<file path="src/design/luhn_card_number_classifier_assert.svh">
// assertion macros used by the controller
`ifndef LUHN_CARD_NUMBER_CLASSIFIER_ASSERT_SVH
`define LUHN_CARD_NUMBER_CLASSIFIER_ASSERT_SVH

// same-cycle implication
`define LUHN_ASSERT_IMP(lbl, ante, cons, msg) \
    lbl: assert property (@(posedge i_clk) disable iff (!i_rst_n) (ante) |-> (cons)) \
        else $error(msg);

// next-cycle implication
`define LUHN_ASSERT_NXT(lbl, ante, cons, msg) \
    lbl: assert property (@(posedge i_clk) disable iff (!i_rst_n) (ante) |=> (cons)) \
        else $error(msg);

`endif

</file>
<file path="src/design/luhn_pkg.sv">
`timescale 1ns / 1ps

package luhn_pkg;

    localparam int CARD_W          = 63;
    localparam int BITS_PER_STEP   = 4;
    localparam int CONV_STEPS      = 16;
    localparam int BIN_W           = CONV_STEPS * BITS_PER_STEP;
    localparam int BCD_DIGITS      = 20;
    localparam int BCD_W           = BCD_DIGITS * 4;
    localparam int DIGITS_PER_SCAN = 4;
    localparam int SCAN_STEPS      = BCD_DIGITS / DIGITS_PER_SCAN;
    localparam int SCAN_IDX_W      = 3;
    localparam int STEP_CNT_W      = 4;
    localparam int SUM_W           = 8;
    localparam int CNT_W           = 5;
    localparam int CLS_W           = 2;
    localparam int MAX_SUM_TENS    = 18;

    localparam logic [CLS_W-1:0] CLS_INVALID = 2'd0;
    localparam logic [CLS_W-1:0] CLS_PFX_3X  = 2'd1;
    localparam logic [CLS_W-1:0] CLS_PFX_4   = 2'd2;
    localparam logic [CLS_W-1:0] CLS_PFX_5X  = 2'd3;

    typedef struct packed {
        logic                  load;
        logic                  conv;
        logic                  scan;
        logic [SCAN_IDX_W-1:0] scan_idx;
        logic                  emit;
    } t_cmd;

    // one double-dabble bit: add 3 to digits of 5 or more, then shift in
    function automatic logic [BCD_W-1:0] dabble_bit(input logic [BCD_W-1:0] bcd,
                                                    input logic             bit_in);
        logic [BCD_W-1:0] adj;
        adj = bcd;
        for (int d = 0; d < BCD_DIGITS; d++) begin
            if (bcd[d*4 +: 4] >= 4'd5) begin
                adj[d*4 +: 4] = bcd[d*4 +: 4] + 4'd3;
            end
        end
        return {adj[BCD_W-2:0], bit_in};
    endfunction

    // doubled digit with its two decimal digits added
    function automatic logic [3:0] luhn_dbl(input logic [3:0] d);
        logic [4:0] p;
        p = {d, 1'b0};
        if (p >= 5'd10) begin
            return 4'(p - 5'd9);
        end
        return p[3:0];
    endfunction

    function automatic logic is_mult10(input logic [SUM_W-1:0] s);
        logic hit;
        hit = 1'b0;
        for (int m = 0; m <= MAX_SUM_TENS; m++) begin
            if (s == SUM_W'(m * 10)) begin
                hit = 1'b1;
            end
        end
        return hit;
    endfunction

endpackage

</file>
<file path="src/design/luhn_datapath.sv">
`timescale 1ns / 1ps

module luhn_datapath (
    input  logic                            i_clk,
    input  luhn_pkg::t_cmd                  i_cmd,
    input  logic [luhn_pkg::CARD_W-1:0]     i_card_number,
    output logic [luhn_pkg::CLS_W-1:0]      o_issuer_class,
    output logic                            o_checksum_ok,
    output logic [luhn_pkg::CNT_W-1:0]      o_digit_count
);
    import luhn_pkg::*;

    logic [BIN_W-1:0] r_bin, n_bin;
    logic [BCD_W-1:0] r_bcd, n_bcd;
    logic [SUM_W-1:0] r_sum, n_sum;
    logic [CNT_W-1:0] r_count, n_count;
    logic [3:0]       r_lead_hi, n_lead_hi;
    logic [3:0]       r_lead_lo, n_lead_lo;
    logic [3:0]       r_prev_top, n_prev_top;
    logic [CLS_W-1:0] r_cls, n_cls;
    logic             r_ok;
    logic [CNT_W-1:0] r_dcnt;

    logic [3:0]       dig [0:DIGITS_PER_SCAN];
    logic [CNT_W-1:0] base;

    always_comb begin
        for (int k = 0; k < DIGITS_PER_SCAN; k++) begin
            dig[k+1] = r_bcd[k*4 +: 4];
        end
        dig[0] = r_prev_top;
        base   = {r_lead_hi[0] & 1'b0, i_cmd.scan_idx, 1'b0} << 1;
    end

    always_comb begin
        n_bin      = r_bin;
        n_bcd      = r_bcd;
        n_sum      = r_sum;
        n_count    = r_count;
        n_lead_hi  = r_lead_hi;
        n_lead_lo  = r_lead_lo;
        n_prev_top = r_prev_top;
        if (i_cmd.load) begin
            n_bin      = {{(BIN_W-CARD_W){1'b0}}, i_card_number};
            n_bcd      = '0;
            n_sum      = '0;
            n_count    = '0;
            n_lead_hi  = '0;
            n_lead_lo  = '0;
            n_prev_top = '0;
        end else if (i_cmd.conv) begin
            for (int b = 0; b < BITS_PER_STEP; b++) begin
                n_bcd = dabble_bit(n_bcd, n_bin[BIN_W-1]);
                n_bin = {n_bin[BIN_W-2:0], 1'b0};
            end
        end else if (i_cmd.scan) begin
            // odd places from the right add as is, even places doubled
            n_sum = r_sum + SUM_W'(dig[1]) + SUM_W'(luhn_dbl(dig[2]))
                          + SUM_W'(dig[3]) + SUM_W'(luhn_dbl(dig[4]));
            for (int k = 0; k < DIGITS_PER_SCAN; k++) begin
                if (dig[k+1] != 4'd0) begin
                    n_count   = base + CNT_W'(k + 1);
                    n_lead_hi = dig[k+1];
                    n_lead_lo = dig[k];
                end
            end
            n_prev_top = dig[DIGITS_PER_SCAN];
            n_bcd      = r_bcd >> (DIGITS_PER_SCAN * 4);
        end
    end

    always_comb begin
        n_cls = CLS_INVALID;
        if (r_count >= CNT_W'(2)) begin
            if (r_lead_hi == 4'd3 && (r_lead_lo == 4'd4 || r_lead_lo == 4'd7)) begin
                if (r_count == CNT_W'(15)) begin
                    n_cls = CLS_PFX_3X;
                end
            end else if (r_lead_hi == 4'd4) begin
                if (r_count == CNT_W'(13) || r_count == CNT_W'(16)) begin
                    n_cls = CLS_PFX_4;
                end
            end else if (r_lead_hi == 4'd5 && r_lead_lo >= 4'd1 && r_lead_lo <= 4'd5) begin
                if (r_count == CNT_W'(16)) begin
                    n_cls = CLS_PFX_5X;
                end
            end
        end
    end

    always_ff @(posedge i_clk) begin
        r_bin      <= n_bin;
        r_bcd      <= n_bcd;
        r_sum      <= n_sum;
        r_count    <= n_count;
        r_lead_hi  <= n_lead_hi;
        r_lead_lo  <= n_lead_lo;
        r_prev_top <= n_prev_top;
        if (i_cmd.emit) begin
            r_cls  <= n_cls;
            r_ok   <= is_mult10(r_sum);
            r_dcnt <= r_count;
        end
    end

    assign o_issuer_class = r_cls;
    assign o_checksum_ok  = r_ok;
    assign o_digit_count  = r_dcnt;

endmodule

</file>
<file path="src/design/luhn_ctrl.sv">
`timescale 1ns / 1ps

`include "luhn_card_number_classifier_assert.svh"

module luhn_ctrl (
    input  logic           i_clk,
    input  logic           i_rst_n,
    input  logic           i_valid,
    output logic           o_stall,
    output logic           o_valid,
    input  logic           i_stall,
    output luhn_pkg::t_cmd o_cmd
);
    import luhn_pkg::*;

    localparam logic [1:0] ST_IDLE = 2'd0;
    localparam logic [1:0] ST_CONV = 2'd1;
    localparam logic [1:0] ST_SCAN = 2'd2;
    localparam logic [1:0] ST_LOAD = 2'd3;

    localparam logic [STEP_CNT_W-1:0] CONV_LAST = STEP_CNT_W'(CONV_STEPS - 1);
    localparam logic [STEP_CNT_W-1:0] SCAN_LAST = STEP_CNT_W'(SCAN_STEPS - 1);

    logic [1:0]            r_state, n_state;
    logic [STEP_CNT_W-1:0] r_cnt, n_cnt;
    logic                  r_valid, n_valid;
    logic                  accept;
    logic                  emit;

    assign accept = i_valid && (r_state == ST_IDLE);
    assign emit   = (r_state == ST_LOAD) && (!r_valid || !i_stall);

    always_comb begin
        n_state = r_state;
        n_cnt   = r_cnt;
        case (r_state)
            ST_IDLE: begin
                if (accept) begin
                    n_state = ST_CONV;
                    n_cnt   = '0;
                end
            end
            ST_CONV: begin
                if (r_cnt == CONV_LAST) begin
                    n_state = ST_SCAN;
                    n_cnt   = '0;
                end else begin
                    n_cnt = r_cnt + 1'b1;
                end
            end
            ST_SCAN: begin
                if (r_cnt == SCAN_LAST) begin
                    n_state = ST_LOAD;
                    n_cnt   = '0;
                end else begin
                    n_cnt = r_cnt + 1'b1;
                end
            end
            ST_LOAD: begin
                if (emit) begin
                    n_state = ST_IDLE;
                end
            end
            default: begin
                n_state = ST_IDLE;
                n_cnt   = '0;
            end
        endcase
    end

    always_comb begin
        n_valid = r_valid;
        if (emit) begin
            n_valid = 1'b1;
        end else if (r_valid && !i_stall) begin
            n_valid = 1'b0;
        end
    end

    always_ff @(posedge i_clk) begin
        if (!i_rst_n) begin
            r_state <= ST_IDLE;
            r_cnt   <= '0;
            r_valid <= 1'b0;
        end else begin
            r_state <= n_state;
            r_cnt   <= n_cnt;
            r_valid <= n_valid;
        end
    end

    always_comb begin
        o_cmd          = '0;
        o_cmd.load     = accept;
        o_cmd.conv     = (r_state == ST_CONV);
        o_cmd.scan     = (r_state == ST_SCAN);
        o_cmd.scan_idx = r_cnt[SCAN_IDX_W-1:0];
        o_cmd.emit     = emit;
    end

    assign o_stall = (r_state != ST_IDLE);
    assign o_valid = r_valid;

    `LUHN_ASSERT_NXT(a_accept_starts, accept, r_state == ST_CONV && r_cnt == '0,
        "accepted beat did not start conversion")
    `LUHN_ASSERT_NXT(a_scan_to_load, r_state == ST_SCAN && r_cnt == SCAN_LAST,
        r_state == ST_LOAD, "scan did not finish into load")
    `LUHN_ASSERT_NXT(a_emit_shows, emit, r_valid, "emitted result not presented")
    `LUHN_ASSERT_IMP(a_no_overwrite, r_valid && i_stall, !emit,
        "result overwritten while stalled")

endmodule

</file>
<file path="src/design/luhn_card_number_classifier.sv">
`timescale 1ns / 1ps

// channel | valid   | stall   | payload
// --------+---------+---------+----------------------------------------------
// in      | i_valid | o_stall | i_card_number
// out     | o_valid | i_stall | o_issuer_class, o_checksum_ok, o_digit_count
//
// the result is registered after 16 binary to bcd steps at 4 bits each,
// 5 digit scan steps at 4 digits each, and one to classify
// the next input beat can be taken in the cycle after the result is registered
// the output register lets the next input beat in while a result waits
// reset is synchronous and clears the controller and output valid
module luhn_card_number_classifier (
    input  logic                        i_clk,
    input  logic                        i_rst_n,
    input  logic                        i_valid,
    output logic                        o_stall,
    input  logic [luhn_pkg::CARD_W-1:0] i_card_number,
    output logic                        o_valid,
    input  logic                        i_stall,
    output logic [luhn_pkg::CLS_W-1:0]  o_issuer_class,
    output logic                        o_checksum_ok,
    output logic [luhn_pkg::CNT_W-1:0]  o_digit_count
);
    import luhn_pkg::*;

    t_cmd cmd;

    luhn_ctrl u_ctrl (
        .i_clk   (i_clk),
        .i_rst_n (i_rst_n),
        .i_valid (i_valid),
        .o_stall (o_stall),
        .o_valid (o_valid),
        .i_stall (i_stall),
        .o_cmd   (cmd)
    );

    luhn_datapath u_datapath (
        .i_clk          (i_clk),
        .i_cmd          (cmd),
        .i_card_number  (i_card_number),
        .o_issuer_class (o_issuer_class),
        .o_checksum_ok  (o_checksum_ok),
        .o_digit_count  (o_digit_count)
    );

endmodule
</file>
<file path="config.mk">
export PLATFORM = sky130hd
export DESIGN_NAME = luhn_card_number_classifier
export DESIGN_NICKNAME = d
export VERILOG_FILES = /design/src/design/luhn_pkg.sv /design/src/design/luhn_datapath.sv /design/src/design/luhn_ctrl.sv /design/src/design/luhn_card_number_classifier.sv
export VERILOG_INCLUDE_DIRS = /design/src /design/src/design
export SDC_FILE = /design/constraint.sdc
export NUM_CORES = 1
export LEC_CHECK = 0
export BUFFER_PORTS_ARGS = -buffer_cell sky130_fd_sc_hd__buf_2
export CORE_UTILIZATION = 36
export DETAILED_ROUTE_END_ITERATION = 16
export GPL_ROUTABILITY_DRIVEN = 0
export GPL_TIMING_DRIVEN = 0
export MAX_ROUTING_LAYER = met4
export PLACE_DENSITY_LB_ADDON = 0.25
export SYNTH_ARGS = -nofsm -noshare
export SYNTH_HDL_FRONTEND = slang
export SYNTH_SLANG_ARGS = --single-unit
</file>
<file path="constraint.sdc">
create_clock -name i_clk -period 4.2 [get_ports i_clk]
set_input_delay 0.42 -clock i_clk [delete_from_list [all_inputs] [get_ports i_clk]]
set_output_delay 0.42 -clock i_clk [all_outputs]
set_load 0.01 [all_outputs]
</file>
==> flow_results.xml <==
<?xml version="1.0" encoding="UTF-8"?>
<metrics>
  <group name="outcome">
    <metric name="run_status" unit="">completed</metric>
  </group>
  <group name="route">
    <metric name="detail_route.drc_violations" unit="">0</metric>
    <metric name="final_antenna_net_count" unit="">0</metric>
    <metric name="wire_per_inst" unit="µm">17.4</metric>
    <metric name="drt-pass1-iter-count" unit="">5</metric>
    <metric name="routed-via-count" unit="">17200</metric>
    <metric name="detailedRoute.firstIterationViolations" unit="">1267</metric>
    <metric name="dr_wl_met3" unit="mm">2.68</metric>
    <metric name="met2WireLength" unit="mm">24.0</metric>
    <metric name="routedLengthMet1" unit="mm">24.5</metric>
    <metric name="highest_layer" unit="">met4</metric>
    <metric name="detail_route.vias_per_cell" unit="">5.70</metric>
    <metric name="postRouteWirelength" unit="mm">52.6</metric>
  </group>
  <group name="synth">
    <metric name="synth_area_leaders" unit="">sky130_fd_sc_hd__dfxtp_1, sky130_fd_sc_hd__edfxtp_1, sky130_fd_sc_hd__nand2_1</metric>
    <metric name="synth.distinct_cells" unit="">116</metric>
    <metric name="gate_count_of_the_mapped_netlist" unit="">2274</metric>
    <metric name="synth_top_area_share" unit="">0.128</metric>
    <metric name="postSynthAreaPerCell" unit="µm²">7.76</metric>
    <metric name="netlist_area" unit="mm²">0.0177</metric>
    <metric name="yosysWarningCount" unit="">0</metric>
    <metric name="synth.cells.most_frequent" unit="">sky130_fd_sc_hd__nand2_1, sky130_fd_sc_hd__nor2_1, sky130_fd_sc_hd__o21ai_0</metric>
    <metric name="synth_sequential_area_ratio" unit="">0.249</metric>
    <metric name="synth.net_count" unit="">2454</metric>
    <metric name="ys_dominant_reg_cell" unit="">sky130_fd_sc_hd__dfxtp_1</metric>
    <metric name="synth_area_leader_cell" unit="">sky130_fd_sc_hd__dfxtp_1</metric>
    <metric name="yosysMostFrequentCell" unit="">sky130_fd_sc_hd__nand2_1</metric>
    <metric name="asyncSetResetFlopFracSynth" unit="">0</metric>
    <metric name="postSynthRegisterBits" unit="">184</metric>
    <metric name="synth_edf_count" unit="">71</metric>
  </group>
  <group name="global_route">
    <metric name="grt_first_pass_wirelength" unit="mm">83.4</metric>
    <metric name="groute.usage.overall" unit="">0.213</metric>
    <metric name="gr-total-overflow" unit="">0</metric>
    <metric name="grt_start_max_net_pins" unit="">39</metric>
    <metric name="via_count_of_the_first_global_routing_pass" unit="">16100</metric>
    <metric name="antenna_violations_before_repair" unit="">0</metric>
  </group>
  <group name="floorplanning">
    <metric name="die_h" unit="µm">223</metric>
    <metric name="area_of_the_core_region" unit="mm²">0.0480</metric>
    <metric name="start_util" unit="">0.367</metric>
    <metric name="rows" unit="">80</metric>
    <metric name="die_area" unit="mm²">0.0499</metric>
    <metric name="boundaryPins" unit="">77</metric>
    <metric name="die_w" unit="µm">223</metric>
  </group>
  <group name="worst_hold_path">
    <metric name="timing.hold.worst.start" unit="">i_rst_n</metric>
    <metric name="min_to" unit="">u_ctrl.r_cnt[0]</metric>
    <metric name="worst_hold_path_type" unit="">input port to flop</metric>
    <metric name="hold_path_depth" unit="">2</metric>
  </group>
  <group name="clock_network">
    <metric name="cts_hold_buffers" unit="">0</metric>
    <metric name="clock_path_buffers" unit="">2</metric>
    <metric name="cts-root-buf" unit="">sky130_fd_sc_hd__clkbuf_16</metric>
    <metric name="tritoncts" unit="">built</metric>
    <metric name="cts-buffers-inserted" unit="">17</metric>
    <metric name="clock-sinks" unit="">184</metric>
    <metric name="clk_latency" unit="ns">0.46</metric>
    <metric name="cts.htree.levels" unit="">4</metric>
    <metric name="clkSlewWorstSetupHoldPaths" unit="ns">0.08</metric>
  </group>
  <group name="critical_path">
    <metric name="path_depth" unit="">23</metric>
    <metric name="critical_path.cell_chain" unit="">inv_4, ha_4, nand2b_4, a211oi_4, nor2_4, inv_2, xnor2_1, ha_1, inv_2, fa_1, fa_1, inv_1, ha_2, inv_2, fa_2, nor2b_2, o21ai_1, nand2b_1, a21oi_1, nor2b_1, o21ai_1, xor2_1, nor2_1</metric>
    <metric name="cp.required" unit="ns">4.52</metric>
    <metric name="start_kind" unit="">flop</metric>
    <metric name="worst_path_dominant_cell_family" unit="">adder cells</metric>
    <metric name="cp_max_fo" unit="">4</metric>
    <metric name="path_class" unit="">flop to flop</metric>
    <metric name="regToRegSetupSlack" unit="ns">0.07</metric>
    <metric name="r2r-end" unit="">u_datapath.r_sum[7]</metric>
    <metric name="cpMostUsedCell" unit="">sky130_fd_sc_hd__inv_2</metric>
    <metric name="worst-endpoint-arrival" unit="ns">4.45</metric>
    <metric name="crit_path_top_delay_cell" unit="">sky130_fd_sc_hd__fa_1</metric>
    <metric name="r2r_start" unit="">u_datapath.r_bcd[5]</metric>
    <metric name="end_kind" unit="">flop</metric>
    <metric name="timing.critical_path.slowest_cell_delay" unit="ns">0.53</metric>
    <metric name="crit_buf_inv" unit="">5</metric>
    <metric name="rr_worst_depth" unit="">23</metric>
  </group>
  <group name="timing">
    <metric name="layout_setup_ws" unit="ns">0.0699</metric>
    <metric name="maxSlewViolCount" unit="">0</metric>
    <metric name="layout_worst_path_cycle_share" unit="">0.983</metric>
    <metric name="finalSetupViolCount" unit="">0</metric>
    <metric name="clock_skew" unit="ns">0.0119</metric>
    <metric name="timing.fmax" unit="MHz">242</metric>
    <metric name="final_hold_viol_count" unit="">0</metric>
    <metric name="timing.final.crit_period" unit="ns">4.13</metric>
    <metric name="timing.slew.headroom" unit="">0.133</metric>
    <metric name="rsz_0062_raised_after_global_routing" unit="">true</metric>
    <metric name="worst_pin_slew" unit="ns">1.29</metric>
  </group>
  <group name="layout">
    <metric name="final_nets" unit="">2573</metric>
    <metric name="multi_input_comb_area" unit="mm²">0.0125</metric>
    <metric name="final_cell_area" unit="mm²">0.0198</metric>
    <metric name="synthToLayoutAreaGrowth" unit="%">12.4</metric>
    <metric name="layout-drive-gt1-share" unit="">0.142</metric>
    <metric name="finish.cell_count_without_fillers" unit="">3021</metric>
    <metric name="seq_area" unit="mm²">0.00442</metric>
    <metric name="antennaDiodeCount" unit="">0</metric>
    <metric name="num-fill-cells" unit="">4863</metric>
  </group>
  <group name="job">
    <metric name="max_cap_violations" unit="">0</metric>
  </group>
  <group name="place">
    <metric name="detailed_place.area" unit="mm²">0.0188</metric>
    <metric name="detailedPlacementHpwl" unit="mm">40.8</metric>
    <metric name="placement.setup.worst_slack" unit="ns">-0.599</metric>
    <metric name="port_buffers" unit="">76</metric>
    <metric name="placed_cells_incl_taps" unit="">2966</metric>
  </group>
</metrics>
## metal layers
metal	global-route usage	up-vias
met2	0.339	463
met3	0.0296	73
met1	0.280	8160
met5	-	-
met4	0.0632	0
li1	-	8534
## registers in the layout, indices dropped and copies added, names as in the netlist
signal	cells
u_datapath.o_digit_count	5
u_ctrl.o_valid	1
u_datapath.r_bin	64
u_ctrl.r_state	2
u_ctrl.r_cnt	4
u_datapath.r_prev_top	4
u_datapath.r_lead_lo	4
u_datapath.r_lead_hi	4
u_datapath.o_checksum_ok	1
u_datapath.r_sum	8
u_datapath.o_issuer_class	2
u_datapath.r_bcd	80
u_datapath.r_count	5
## worst reg2reg max path, cell delays in order, from the launching register on
cell and delay (ns):
sky130_fd_sc_hd__dfxtp_4 0.37, sky130_fd_sc_hd__inv_4 0.06, sky130_fd_sc_hd__ha_4 0.17, sky130_fd_sc_hd__nand2b_4 0.16, sky130_fd_sc_hd__a211oi_4 0.30, sky130_fd_sc_hd__nor2_4 0.07, sky130_fd_sc_hd__inv_2 0.08, sky130_fd_sc_hd__xnor2_1 0.07
sky130_fd_sc_hd__ha_1 0.29, sky130_fd_sc_hd__inv_2 0.04, sky130_fd_sc_hd__fa_1 0.53, sky130_fd_sc_hd__fa_1 0.41, sky130_fd_sc_hd__inv_1 0.07, sky130_fd_sc_hd__ha_2 0.17, sky130_fd_sc_hd__inv_2 0.04, sky130_fd_sc_hd__fa_2 0.40
sky130_fd_sc_hd__nor2b_2 0.11, sky130_fd_sc_hd__o21ai_1 0.07, sky130_fd_sc_hd__nand2b_1 0.10, sky130_fd_sc_hd__a21oi_1 0.07, sky130_fd_sc_hd__nor2b_1 0.11, sky130_fd_sc_hd__o21ai_1 0.08, sky130_fd_sc_hd__xor2_1 0.16, sky130_fd_sc_hd__nor2_1 0.05
## area by class of cell
class	instances	share of cell area
tap	615	0.0388
timing repair buffer	100	0.0289
multi-input combinational	1851	0.632
sequential	184	0.223
clock buffer	18	0.0216
clock inverter	14	0.00763
buffer	106	0.0233
inverter	133	0.0256
## cell usage in the layout, fill, tap and decap left out, types with 15 or more instances in the layout
| cell type | n |
|---|---|
| sky130_fd_sc_hd__edfxtp_1 | 71 |
| sky130_fd_sc_hd__nand3_1 | 27 |
| sky130_fd_sc_hd__nor2b_1 | 29 |
| sky130_fd_sc_hd__nor2_1 | 172 |
| sky130_fd_sc_hd__clkbuf_1 | 75 |
| sky130_fd_sc_hd__a31oi_1 | 30 |
| sky130_fd_sc_hd__o211ai_1 | 42 |
| sky130_fd_sc_hd__or3_1 | 18 |
| sky130_fd_sc_hd__and2_1 | 26 |
| sky130_fd_sc_hd__clkbuf_16 | 17 |
| sky130_fd_sc_hd__buf_4 | 27 |
| sky130_fd_sc_hd__nor3_1 | 32 |
| sky130_fd_sc_hd__a211oi_1 | 75 |
| sky130_fd_sc_hd__nand2b_1 | 43 |
| sky130_fd_sc_hd__a211o_1 | 20 |
| sky130_fd_sc_hd__o21bai_1 | 27 |
| sky130_fd_sc_hd__o32ai_1 | 23 |
| sky130_fd_sc_hd__mux2i_1 | 72 |
| sky130_fd_sc_hd__ha_1 | 98 |
| sky130_fd_sc_hd__inv_1 | 120 |
| sky130_fd_sc_hd__o21ai_1 | 42 |
| sky130_fd_sc_hd__mux2_2 | 24 |
| sky130_fd_sc_hd__o21ai_0 | 139 |
| sky130_fd_sc_hd__dfxtp_1 | 102 |
| sky130_fd_sc_hd__nand2_1 | 367 |
| sky130_fd_sc_hd__o22ai_1 | 15 |
| sky130_fd_sc_hd__xnor2_1 | 28 |
| sky130_fd_sc_hd__buf_2 | 97 |
| sky130_fd_sc_hd__o21a_1 | 35 |
| sky130_fd_sc_hd__a21oi_1 | 117 |
| sky130_fd_sc_hd__xor2_1 | 23 |
## per-stage QoR
step,utilization,setup TNS [ns],hold slack (ns)
CTS,0.408,0,0.202
floorplan,-,0,0.436
detailed placement,0.392,-1.45,0.458
finish,0.413,0,0.215
global placement,0.391,-28.56,0.459
global route,0.413,-0.154,0.209
## what timing repair did
| action | CTS | global route |
|---|---|---|
| pin swaps | 12 | 20 |
| resized for setup | 31 | 44 |
| setup endpoints to repair | 7 | 21 |
| buffers inserted | 11 | 12 |
## how the worst max path moves through the flow
stage	startpoint	to
after CTS	u_datapath.r_bcd[12]	u_datapath.r_sum[7]
after global routing	u_datapath.r_bcd[4]	u_datapath.r_sum[7]
after global placement	u_datapath.r_bcd[4]	u_datapath.r_sum[7]
after floorplan	u_datapath.r_bcd[5]	u_datapath.r_sum[7]
after detailed placement	u_datapath.r_bcd[4]	u_datapath.r_sum[7]
final	u_datapath.r_bcd[5]	u_datapath.r_sum[7]
## logic make-up (layout without fill, tap and decap cells)
family / count (synthesis) / after routing / synth area share
adder cells (fa/ha/maj): 113 / 113 / 0.0839
AND/OR/NAND/NOR: 816 / 816 / 0.214
AO/OA/AOI/OAI: 754 / 754 / 0.299
XOR/XNOR: 63 / 63 / 0.0366
multiplexers: 105 / 105 / 0.0640
flip-flops: 184 / 184 / 0.249
buffers and inverters: 239 / 371 / 0.0539
Power is not shown: default switching activity piles up to over one toggle a cycle in this logic, so the estimate is an artifact.
